### src/assert_macros.svh
// assertion macros used by the rtl core
// needs nothing else; defining ASSERT_OFF turns every check into nothing
`ifndef ASSERT_MACROS_SVH
`define ASSERT_MACROS_SVH
`ifndef ASSERT_OFF
`define ASSERT_AT(lbl, clk, rstn, prop) \
    lbl: assert property (@(posedge clk) disable iff (!(rstn)) (prop)) \
        else $error("assertion failed");
`define ASSERT_NEVER(lbl, clk, rstn, expr) \
    lbl: assert property (@(posedge clk) disable iff (!(rstn)) !(expr)) \
        else $error("forbidden condition seen");
`else
`define ASSERT_AT(lbl, clk, rstn, prop)
`define ASSERT_NEVER(lbl, clk, rstn, expr)
`endif
`endif

### src/itrt_pkg.sv
// shared types and constants of the integer to radix text block
// no dependencies
package itrt_pkg;

    localparam int MAX_SYMBOLS_DEF = 16;
    localparam int VALUE_WIDTH_DEF = 32;

    localparam int BASE_LEN_W = 5;
    localparam int SYM_BYTES  = 16;
    localparam int CHAR_W     = 8;
    localparam int APB_DW     = 64;
    localparam int APB_AW     = 5;
    localparam int REG_IDX_W  = 2;

    localparam logic [CHAR_W-1:0] CHAR_PLUS  = 8'h2B;
    localparam logic [CHAR_W-1:0] CHAR_MINUS = 8'h2D;

    localparam logic [REG_IDX_W-1:0] REG_BASE_LEN     = 2'd0;
    localparam logic [REG_IDX_W-1:0] REG_SYMBOLS_LOW  = 2'd1;
    localparam logic [REG_IDX_W-1:0] REG_SYMBOLS_HIGH = 2'd2;

    typedef enum logic [1:0] {
        ST_IDLE,
        ST_DIVIDE,
        ST_SIGN,
        ST_DIGIT
    } state_t;

endpackage

### src/integer_to_radix_text_core.sv
// integer to radix text converter, top level
// depends on itrt_pkg and assert_macros.svh
//
// Usage: the APB port sets base_len (0x00), symbols_low (0x08) and
// symbols_high (0x10); write them only while the block is idle.
// s_tdata carries one signed value per request. The block then emits its
// text on m_tdata, one character per request: a minus sign for negative
// values, then the digits most significant first, m_tlast on the final one.
// With an invalid alphabet a value is taken and produces no characters.
// Timing: one shared radix divider retires one quotient bit per cycle and
// finds all digits of a value before its first character; the characters
// then follow in order, each one held while m_tready is low.
// s_tready is high only when the block is idle, one value at a time.
// A stalled receiver simply holds the current character; the block waits.
// Reset (aresetn low, synchronous) clears the configuration registers to
// zero, which is an invalid alphabet, and returns the sequencer to idle.
`include "assert_macros.svh"

module integer_to_radix_text_core #(
    parameter int MAX_SYMBOLS = itrt_pkg::MAX_SYMBOLS_DEF,
    parameter int VALUE_WIDTH = itrt_pkg::VALUE_WIDTH_DEF
) (
    input  logic                              aclk,
    input  logic                              aresetn,
    // input channel
    input  logic                              s_tvalid,
    output logic                              s_tready,
    input  logic [((VALUE_WIDTH+7)/8)*8-1:0]  s_tdata,   // value
    // result channel
    output logic                              m_tvalid,
    input  logic                              m_tready,
    output logic [itrt_pkg::CHAR_W-1:0]       m_tdata,   // out_char
    output logic                              m_tlast,   // last
    // configuration
    input  logic                              psel,
    input  logic                              penable,
    input  logic                              pwrite,
    input  logic [itrt_pkg::APB_AW-1:0]       paddr,
    input  logic [itrt_pkg::APB_DW-1:0]       pwdata,
    output logic [itrt_pkg::APB_DW-1:0]       prdata,
    output logic                              pready
);

    localparam int BLW     = itrt_pkg::BASE_LEN_W;
    localparam int DIGIT_W = (MAX_SYMBOLS > 2) ? $clog2(MAX_SYMBOLS) : 1;
    localparam int TRIAL_W = DIGIT_W + 1;
    localparam int IDX_W   = $clog2(VALUE_WIDTH);
    localparam int CNT_W   = $clog2(VALUE_WIDTH + 1);
    localparam int SYMW    = itrt_pkg::SYM_BYTES * itrt_pkg::CHAR_W;

    // configuration registers
    logic [BLW-1:0]                   base_len_reg;
    logic [itrt_pkg::APB_DW-1:0]      symbols_low_reg;
    logic [itrt_pkg::APB_DW-1:0]      symbols_high_reg;

    // sequencer and datapath
    itrt_pkg::state_t                 state_reg, state_next;
    logic [VALUE_WIDTH-1:0]           mag_reg, mag_next;
    logic [DIGIT_W-1:0]               rem_reg, rem_next;
    logic [IDX_W-1:0]                 bit_reg, bit_next;
    logic [CNT_W-1:0]                 nd_reg, nd_next;
    logic                             neg_reg, neg_next;
    logic [DIGIT_W-1:0]               digits_reg [VALUE_WIDTH];

    logic                             cfg_write;
    logic [itrt_pkg::REG_IDX_W-1:0]   cfg_idx;
    logic                             alpha_ok;
    logic [SYMW-1:0]                  sym_table;
    logic [VALUE_WIDTH-1:0]           raw;
    logic [TRIAL_W-1:0]               trial;
    logic                             fits;
    logic [DIGIT_W-1:0]               rem_step;
    logic [VALUE_WIDTH-1:0]           mag_step;
    logic                             push_digit;
    logic [CNT_W-1:0]                 nd_dec;
    logic [DIGIT_W-1:0]               out_digit;

    // ---------------- configuration port ----------------
    assign pready    = 1'b1;
    assign cfg_write = psel && penable && pwrite && pready;
    assign cfg_idx   = paddr[itrt_pkg::APB_AW-1:3];

    always_ff @(posedge aclk) begin
        if (!aresetn) begin
            base_len_reg     <= '0;
            symbols_low_reg  <= '0;
            symbols_high_reg <= '0;
        end else if (cfg_write) begin
            case (cfg_idx)
                itrt_pkg::REG_BASE_LEN:     base_len_reg     <= pwdata[BLW-1:0];
                itrt_pkg::REG_SYMBOLS_LOW:  symbols_low_reg  <= pwdata;
                itrt_pkg::REG_SYMBOLS_HIGH: symbols_high_reg <= pwdata;
                default: begin
                end
            endcase
        end
    end

    always_comb begin
        case (cfg_idx)
            itrt_pkg::REG_BASE_LEN:     prdata = itrt_pkg::APB_DW'(base_len_reg);
            itrt_pkg::REG_SYMBOLS_LOW:  prdata = symbols_low_reg;
            itrt_pkg::REG_SYMBOLS_HIGH: prdata = symbols_high_reg;
            default:                    prdata = '0;
        endcase
    end

    // ---------------- alphabet check ----------------
    assign sym_table = {symbols_high_reg, symbols_low_reg};

    always_comb begin
        alpha_ok = (base_len_reg >= BLW'(2)) && (base_len_reg <= BLW'(MAX_SYMBOLS))
                   && (base_len_reg <= BLW'(itrt_pkg::SYM_BYTES));
        for (int i = 0; i < MAX_SYMBOLS; i++) begin
            if (BLW'(i) < base_len_reg) begin
                if (sym_table[i*8 +: 8] == itrt_pkg::CHAR_PLUS ||
                    sym_table[i*8 +: 8] == itrt_pkg::CHAR_MINUS) begin
                    alpha_ok = 1'b0;
                end
                for (int j = i + 1; j < MAX_SYMBOLS; j++) begin
                    if (BLW'(j) < base_len_reg &&
                        sym_table[j*8 +: 8] == sym_table[i*8 +: 8]) begin
                        alpha_ok = 1'b0;
                    end
                end
            end
        end
    end

    // ---------------- shared divider step ----------------
    // restoring division by the radix, one quotient bit per cycle
    assign raw      = s_tdata[VALUE_WIDTH-1:0];
    assign trial    = {rem_reg, mag_reg[VALUE_WIDTH-1]};
    assign fits     = BLW'(trial) >= base_len_reg;
    assign rem_step = fits ? DIGIT_W'(BLW'(trial) - base_len_reg) : DIGIT_W'(trial);
    assign mag_step = {mag_reg[VALUE_WIDTH-2:0], fits};

    assign nd_dec    = nd_reg - 1'b1;
    assign out_digit = digits_reg[nd_dec[IDX_W-1:0]];

    // ---------------- sequencer ----------------
    always_ff @(posedge aclk) begin
        if (!aresetn) begin
            state_reg <= itrt_pkg::ST_IDLE;
            nd_reg    <= '0;
        end else begin
            state_reg <= state_next;
            nd_reg    <= nd_next;
        end
    end

    always_ff @(posedge aclk) begin
        mag_reg <= mag_next;
        rem_reg <= rem_next;
        bit_reg <= bit_next;
        neg_reg <= neg_next;
        if (push_digit) begin
            digits_reg[nd_reg[IDX_W-1:0]] <= rem_step;
        end
    end

    always_comb begin
        state_next = state_reg;
        mag_next   = mag_reg;
        rem_next   = rem_reg;
        bit_next   = bit_reg;
        nd_next    = nd_reg;
        neg_next   = neg_reg;
        push_digit = 1'b0;
        s_tready   = 1'b0;
        m_tvalid   = 1'b0;
        m_tdata    = itrt_pkg::CHAR_MINUS;
        m_tlast    = 1'b0;
        case (state_reg)
            itrt_pkg::ST_IDLE: begin
                s_tready = 1'b1;
                if (s_tvalid && alpha_ok) begin
                    neg_next   = raw[VALUE_WIDTH-1];
                    mag_next   = raw[VALUE_WIDTH-1] ? (~raw + 1'b1) : raw;
                    rem_next   = '0;
                    bit_next   = IDX_W'(VALUE_WIDTH - 1);
                    nd_next    = '0;
                    state_next = itrt_pkg::ST_DIVIDE;
                end
            end
            itrt_pkg::ST_DIVIDE: begin
                mag_next = mag_step;
                rem_next = rem_step;
                bit_next = bit_reg - 1'b1;
                if (bit_reg == '0) begin
                    // quotient and remainder complete: store digit, go again or emit
                    push_digit = 1'b1;
                    nd_next    = nd_reg + 1'b1;
                    rem_next   = '0;
                    bit_next   = IDX_W'(VALUE_WIDTH - 1);
                    if (mag_step == '0) begin
                        state_next = neg_reg ? itrt_pkg::ST_SIGN : itrt_pkg::ST_DIGIT;
                    end
                end
            end
            itrt_pkg::ST_SIGN: begin
                m_tvalid = 1'b1;
                if (m_tready) begin
                    state_next = itrt_pkg::ST_DIGIT;
                end
            end
            itrt_pkg::ST_DIGIT: begin
                m_tvalid = 1'b1;
                m_tdata  = sym_table[4'(out_digit)*8 +: 8];
                m_tlast  = (nd_reg == CNT_W'(1));
                if (m_tready) begin
                    nd_next = nd_dec;
                    if (nd_reg == CNT_W'(1)) begin
                        state_next = itrt_pkg::ST_IDLE;
                    end
                end
            end
            default: begin
                state_next = itrt_pkg::ST_IDLE;
            end
        endcase
    end

    // ---------------- checks ----------------
    `ASSERT_NEVER(a_no_overlap, aclk, aresetn, s_tready && m_tvalid)
    `ASSERT_AT(a_digit_pending, aclk, aresetn,
        state_reg == itrt_pkg::ST_DIGIT |-> nd_reg != '0)
    `ASSERT_AT(a_last_frees, aclk, aresetn, m_tvalid && m_tready && m_tlast |=> s_tready)
    `ASSERT_AT(a_bad_alpha_drop, aclk, aresetn, s_tvalid && s_tready && !alpha_ok |=> s_tready)

endmodule

### config.mk
export PLATFORM = sky130hd
export DESIGN_NAME = integer_to_radix_text_core
export DESIGN_NICKNAME = d
export VERILOG_FILES = /design/src/itrt_pkg.sv /design/src/integer_to_radix_text_core.sv
export VERILOG_INCLUDE_DIRS = /design/src /design/src/src
export SDC_FILE = /design/constraint.sdc
export NUM_CORES = 1
export LEC_CHECK = 0
export BUFFER_PORTS_ARGS = -buffer_cell sky130_fd_sc_hd__buf_2
export CORE_ASPECT_RATIO = 1.4
export CORE_MARGIN = 2
export CORE_UTILIZATION = 30
export CTS_CLUSTER_SIZE = 16
export DETAILED_ROUTE_END_ITERATION = 10
export GPL_TIMING_DRIVEN = 0
export REMOVE_ABC_BUFFERS = 1
export SYNTH_ARGS = -nofsm -noshare
export SYNTH_HDL_FRONTEND = slang
export SYNTH_SLANG_ARGS = --single-unit
### constraint.sdc
create_clock -name aclk -period 9.81 [get_ports aclk]
set_clock_uncertainty 0.05 [all_clocks]
set_input_delay 1.962 -clock aclk [delete_from_list [all_inputs] [get_ports aclk]]
set_output_delay 1.962 -clock aclk [all_outputs]
set_load 0.02 [all_outputs]
# ---- Word-level counts from Yosys, hierarchy flattened
# Memory sizes are Yosys's and may differ from the RTL's.
# Index checks and enable logic that the tools add are counted.
dict set report op_classes {
  addsub 5
  multipliers 0
  n_div 0
  magnitude_cmp 19
  eq_ne 164
  shifts 1
  n_mux 183
  bitwise_logic 1
  n_reduce_logical 155
}
# cell n
set op_table {}
lappend op_table {{8-bit equality test} 120}
lappend op_table {{8-bit by 6-bit equality test with 1-bit output, second input constant} 32}
lappend op_table {{64-bit one-hot mux with 3 select lines} 1}
lappend op_table {{1-bit two-way mux} 160}
lappend op_table {{128-bit by 8-bit indexed part select with 8-bit output} 1}
lappend op_table {{1-bit logical AND} 125}
lappend op_table {{32-bit two-way mux} 2}
lappend op_table {{32-bit one-hot mux with 2 select lines} 1}
lappend op_table {{4-bit by 5-bit < comparator with 1-bit output, first input constant} 8}
lappend op_table {{32-bit by 1-bit adder with 32-bit output, second input constant} 1}
lappend op_table {{32-bit zero test} 1}
lappend op_table {{32-bit NOT} 1}
lappend op_table {{3-bit by 5-bit < comparator with 1-bit output, first input constant} 4}
lappend op_table {{6-bit two-way mux} 3}
lappend op_table {{6-bit one-hot mux with 3 select lines} 1}
lappend op_table {{1-bit logical OR} 16}
lappend op_table {{2-bit two-way mux} 6}
lappend op_table {{4-bit two-way mux} 3}
lappend op_table {{2-bit inequality test, second input constant} 6}
lappend op_table {{1-bit by 5-bit < comparator with 1-bit output, first input constant} 2}
lappend op_table {{2-bit by 5-bit < comparator with 1-bit output, first input constant} 2}
lappend op_table {{5-bit two-way mux} 2}
lappend op_table {{5-bit one-hot mux with 2 select lines} 1}
lappend op_table {{2-bit AND reduction} 5}
lappend op_table {{20 further kinds} 24}
dict set report word_totals {
  ff_bits 183
  latch_bits 0
  ram_bits 128
  rom_bits 0
  input_bits 108
  output_inout_bits 76
  word_cells 538
  mem_count 1
}
# memory depth width rd rd_ports_with_merged_regs wr line
set mem_list {}
lappend mem_list {digits_reg 32 4 1 0 1 integer_to_radix_text_core.sv:63} ;# logic [DIGIT_W-1:0] digits_reg [VALUE_WIDTH];

# ---- Longest topological paths before layout
dict set report depth {
  depth_word 158
  depth_mapped 16
  mapped_depth_nobuf 11
}

# ---- Least setup slack after synthesis
# OpenSTA, ideal clock, no wires.
dict set report synth_timing {
  path_kind {flip-flop to output port}
  startpoint {register nd_reg[0]}
  endpoint {output port m_tdata[1] (netlist bit)}
  arrival_time_ns 5.031
  required_time_ns 7.798
  setup_slack_ns 2.767
  path_stages_with_launch 15
  n_path_buf 6
  path_cell_list {dfxtp_1 -> clkbuf_1 -> clkbuf_1 -> inv_1 -> ha_1 -> clkbuf_1 -> clkbuf_1 -> mux4_2 -> mux4_2 -> mux2i_1 -> clkbuf_1 -> buf_1 -> mux2i_1 -> a22oi_1 -> a21oi_1}
}
dict set report synth_via {
  elab_chain_cells 4
}
# item line
set synth_lines {}
lappend synth_lines {{start, declared} integer_to_radix_text_core.sv:61} ;# logic [CNT_W-1:0] nd_reg, nd_next;
lappend synth_lines {{start signal, assigned} integer_to_radix_text_core.sv:148} ;# nd_reg <= nd_next;
lappend synth_lines {{6-bit by 1-bit subtractor with 6-bit output} integer_to_radix_text_core.sv:138} ;# assign nd_dec = nd_reg - 1'b1;
lappend synth_lines {{memory 32 x 4 bit} --}
lappend synth_lines {{128-bit by 8-bit indexed part select with 8-bit output} integer_to_radix_text_core.sv:209} ;# m_tdata = sym_table[4'(out_digit)*8 +: 8];
lappend synth_lines {{8-bit two-way mux} integer_to_radix_text_core.sv:174} ;# case (state_reg)
lappend synth_lines {{end, declared} integer_to_radix_text_core.sv:32} ;# output logic [itrt_pkg::CHAR_W-1:0] m_tdata,
# No other way between the ends.

# ---- Final worst setup path
dict set report layout_timing {
  startpoint {register nd_reg[0]}
  endpoint {output port m_tdata[2] (netlist bit)}
}
# The elaborated chain is that of the path after synthesis.

==> metrics <==
via/cell ratio=5.80; Synth Flop Type=edfxtp_1; top post-synthesis cells by count=xnor2_1 (735), nand2_1 (344), xor2_1 (271), nand4_1 (178); final worst slack=around 1.9 ns; met2 WL=around 53000 microns; asr flop ratio synth=0%; FF-to-FF path depth=9; worst r2r dst=mag_reg[9]; CP dominant cell by count=mux2i_1; Worst Setup Start Kind=flop; routed via count=24.6k; Synth Register Bits=between 300 and 400; R2R Setup Slk=approximately 4.3 ns; Largest register FFs=about 130; crit path capture type=primary output; Initial Util=30.1%; layout cells sized above 1=approximately 12%; Max Buffers Root-to-Sink=3; RePlAce Congestion=1.02; Detailed Place HPWL=~73000 microns; core footprint=90800 sq um; Max Used Layer=met5; Fin Setup TNS=0 ns; slowest CP cell=ha_2; H-tree Lvls=2; Seq/Total Area, Yosys=roughly 29%; Die Ht=between 300 and 400 microns; cts repair resizes=0; Die Area=between 90000 and 100000 sq um; Pleak=between 0.01 and 0.015 uW; RSZ-0062 raised after global routing=no; Port Buffer Count=179; WS Path Type=reg2out; Met1 Wirelength=approximately 40000 microns; initial antenna violation count=16; latest clock arrival within the worst-skew pair=0.58 ns; maximum vdd ir drop=around 0.1 mV; worst slew pin tran=roughly 1.5 ns; Synth-to-Final Area Change=10.2%; leading area contributor after synthesis=xnor2_1; delay of the slowest critical-path stage=slightly above 1 ns; number of enable flip-flop cells after synthesis=170; pwr/cell area=roughly 110 nW/um^2; CTS tree=yes; grt ovf=0; worst r2r src=base_len_reg[4]; final setup fails=0; die width=roughly 260 microns; worst hold stages=2; max frequency=about 130 MHz; yosys warns=0; top cells by area, synth=xnor2_1 (24%), edfxtp_1 (19%), dfxtp_1 (10%); placed instance count=between 4k and 5k; synthesized area=between 20000 and 30000 sq um; First DRT Iteration DRCs=roughly 2.7k; num rows=131; Pins Over Slew Limit=122; post-layout util=33.2%; Final Hold Viols=0; max_slew headroom=-2.69%; Hold Startpoint=state_reg[1]; CTS Buf Count=35; Max Cap Violations=9; worst-path fanout max=34; Arrival @ worst endpoint=approximately 6 ns; hold buffers post-CTS=0; Avg WL per Cell=27.0 microns; crit share post-route=between 80% and 90%; Routed WL=~110000 microns; Worst Hold End=state_reg[1]; largest net degree at the start of global routing=76; number of setup buffers added after CTS=0; pre-CTS setup slack=approximately 2.4 ns; Avg Inst Size Synth=8.73 sq um; first-pass GRT wire length=between 150000 and 200000 microns; CTS root buf=clkbuf_16; gr usage total=between 20% and 30%; Critical Path Source=nd_reg[0]; Filler Cells Inserted=9450; fin nets=approximately 3.1k; Cells after Synth=roughly 3.1k; fin crit period=~8 ns; failing checks=max-capacitance violations, max-slew violations; drt pass-1 iters=8; Top Ports=184; vias in the first global route=between 20k and 25k; crit path cell chain=inv_1 -> ha_2 -> mux4_2 -> mux4_2 -> mux2i_4 -> buf_16 -> buf_16 -> mux2i_1 -> mux2i_1 -> mux2i_1 -> o211ai_1 -> buf_2; Hold Crit Class=reg2reg; post-synthesis cell type count=71; outcome=finished, violations left; clock-pin slew on the worst setup and hold paths=approximately 0.060 ns; most frequent cell after synthesis=xnor2_1; Synth top area share=between 20% and 30%; Critical Path RT=approximately 8 ns; DRC Markers=0; Non-Filler Instances=4246; metal3 WL=roughly 12000 microns; Final ANT Viol Nets=0; clk sinks=about 310
## through the flow
step	total power, uW	hold WS, ns	instance area, sq um
2_1_floorplan	1660	0.421	25800
3_5_place_dp	1800	0.458	28900
3_3_place_gp	1790	0.450	28200
4_1_cts	3190	0.466	30100
6_report	3170	0.465	30200
5_1_grt	3280	0.525	30200
## cells in the final DEF (no fill, tap or decap), types with 60 or more instances in the layout
| cell | count |
|---|---|
| dfxtp_1 | 111 |
| a21oi_1 | 166 |
| nor4_1 | 103 |
| xnor2_1 | 734 |
| edfxtp_1 | 170 |
| nor2_1 | 62 |
| nand4_1 | 178 |
| buf_2 | 181 |
| xor2_1 | 271 |
| nand2_1 | 344 |
| o21ai_0 | 60 |
| nor3_1 | 72 |
## worst max-delay path: cells and delay by family (launching register included)
family          cells  cell delay (ns)
compound gates      1             0.33
fa+ha+maj           1             1.02
buf+inv             4             1.03
flops               1             0.88
mux                 6             2.03
## how the worst max path moves through the flow
stage                  to  slack, ns  cells past startpoint
3_5_place_dp   m_tdata[2]       2.36                     12
4_1_cts        m_tdata[2]       1.78                     12
2_1_floorplan  m_tdata[0]      -1.28                      8
3_3_place_gp   m_tdata[4]      -4.16                     10
6_report       m_tdata[2]       1.91                     12
5_1_grt        m_tdata[2]       1.50                     12
## area by class of cell
| cell class | instances | area (sq um) | area share, % |
|---|---|---|---|
| Antenna cell | 2 | 5.00 | 0.0166 |
| Timing Repair Buffer | 217 | 1500 | 4.98 |
| Inverter | 25 | 96.3 | 0.319 |
| Sequential cell | 311 | 7970 | 26.4 |
| Multi-Input combinational cell | 2432 | 17900 | 59.4 |
| Clock inverter | 15 | 194 | 0.643 |
| Clock buffer | 47 | 993 | 3.29 |
| Tap cell | 1197 | 1500 | 4.96 |
## logic make-up (layout without fill, tap and decap cells)
logic type | count (synthesis) | in the layout | share of synthesized area [%]
AO/OA/AOI/OAI | 420 | 420 | 9.88
XOR/XNOR | 1006 | 1006 | 32.2
adder cells (fa/ha/maj) | 17 | 17 | 0.805
buffers and inverters | 394 | 304 | 5.99
flip-flops | 311 | 311 | 29.0
multiplexers | 104 | 104 | 5.84
other | 1 | 3 | 0.0137
AND/OR/NAND/NOR | 884 | 884 | 16.3
## power breakdown
part	total (uW)	internal (uW)	leakage (uW)	switching, uW
Combinational	326	153	0.00715	172
Clock	1390	821	0.000569	570
Sequential	1460	1380	0.00267	80.7
Total	3170	2350	0.0104	823
## routing by layer
layer,vias to the layer above,track usage [%]
li1,10600,-
met1,12000,26.4
met2,1450,38.7
met3,522,7.48
met4,26,16.5
met5,-,0
(Power assumes the default switching activity.)
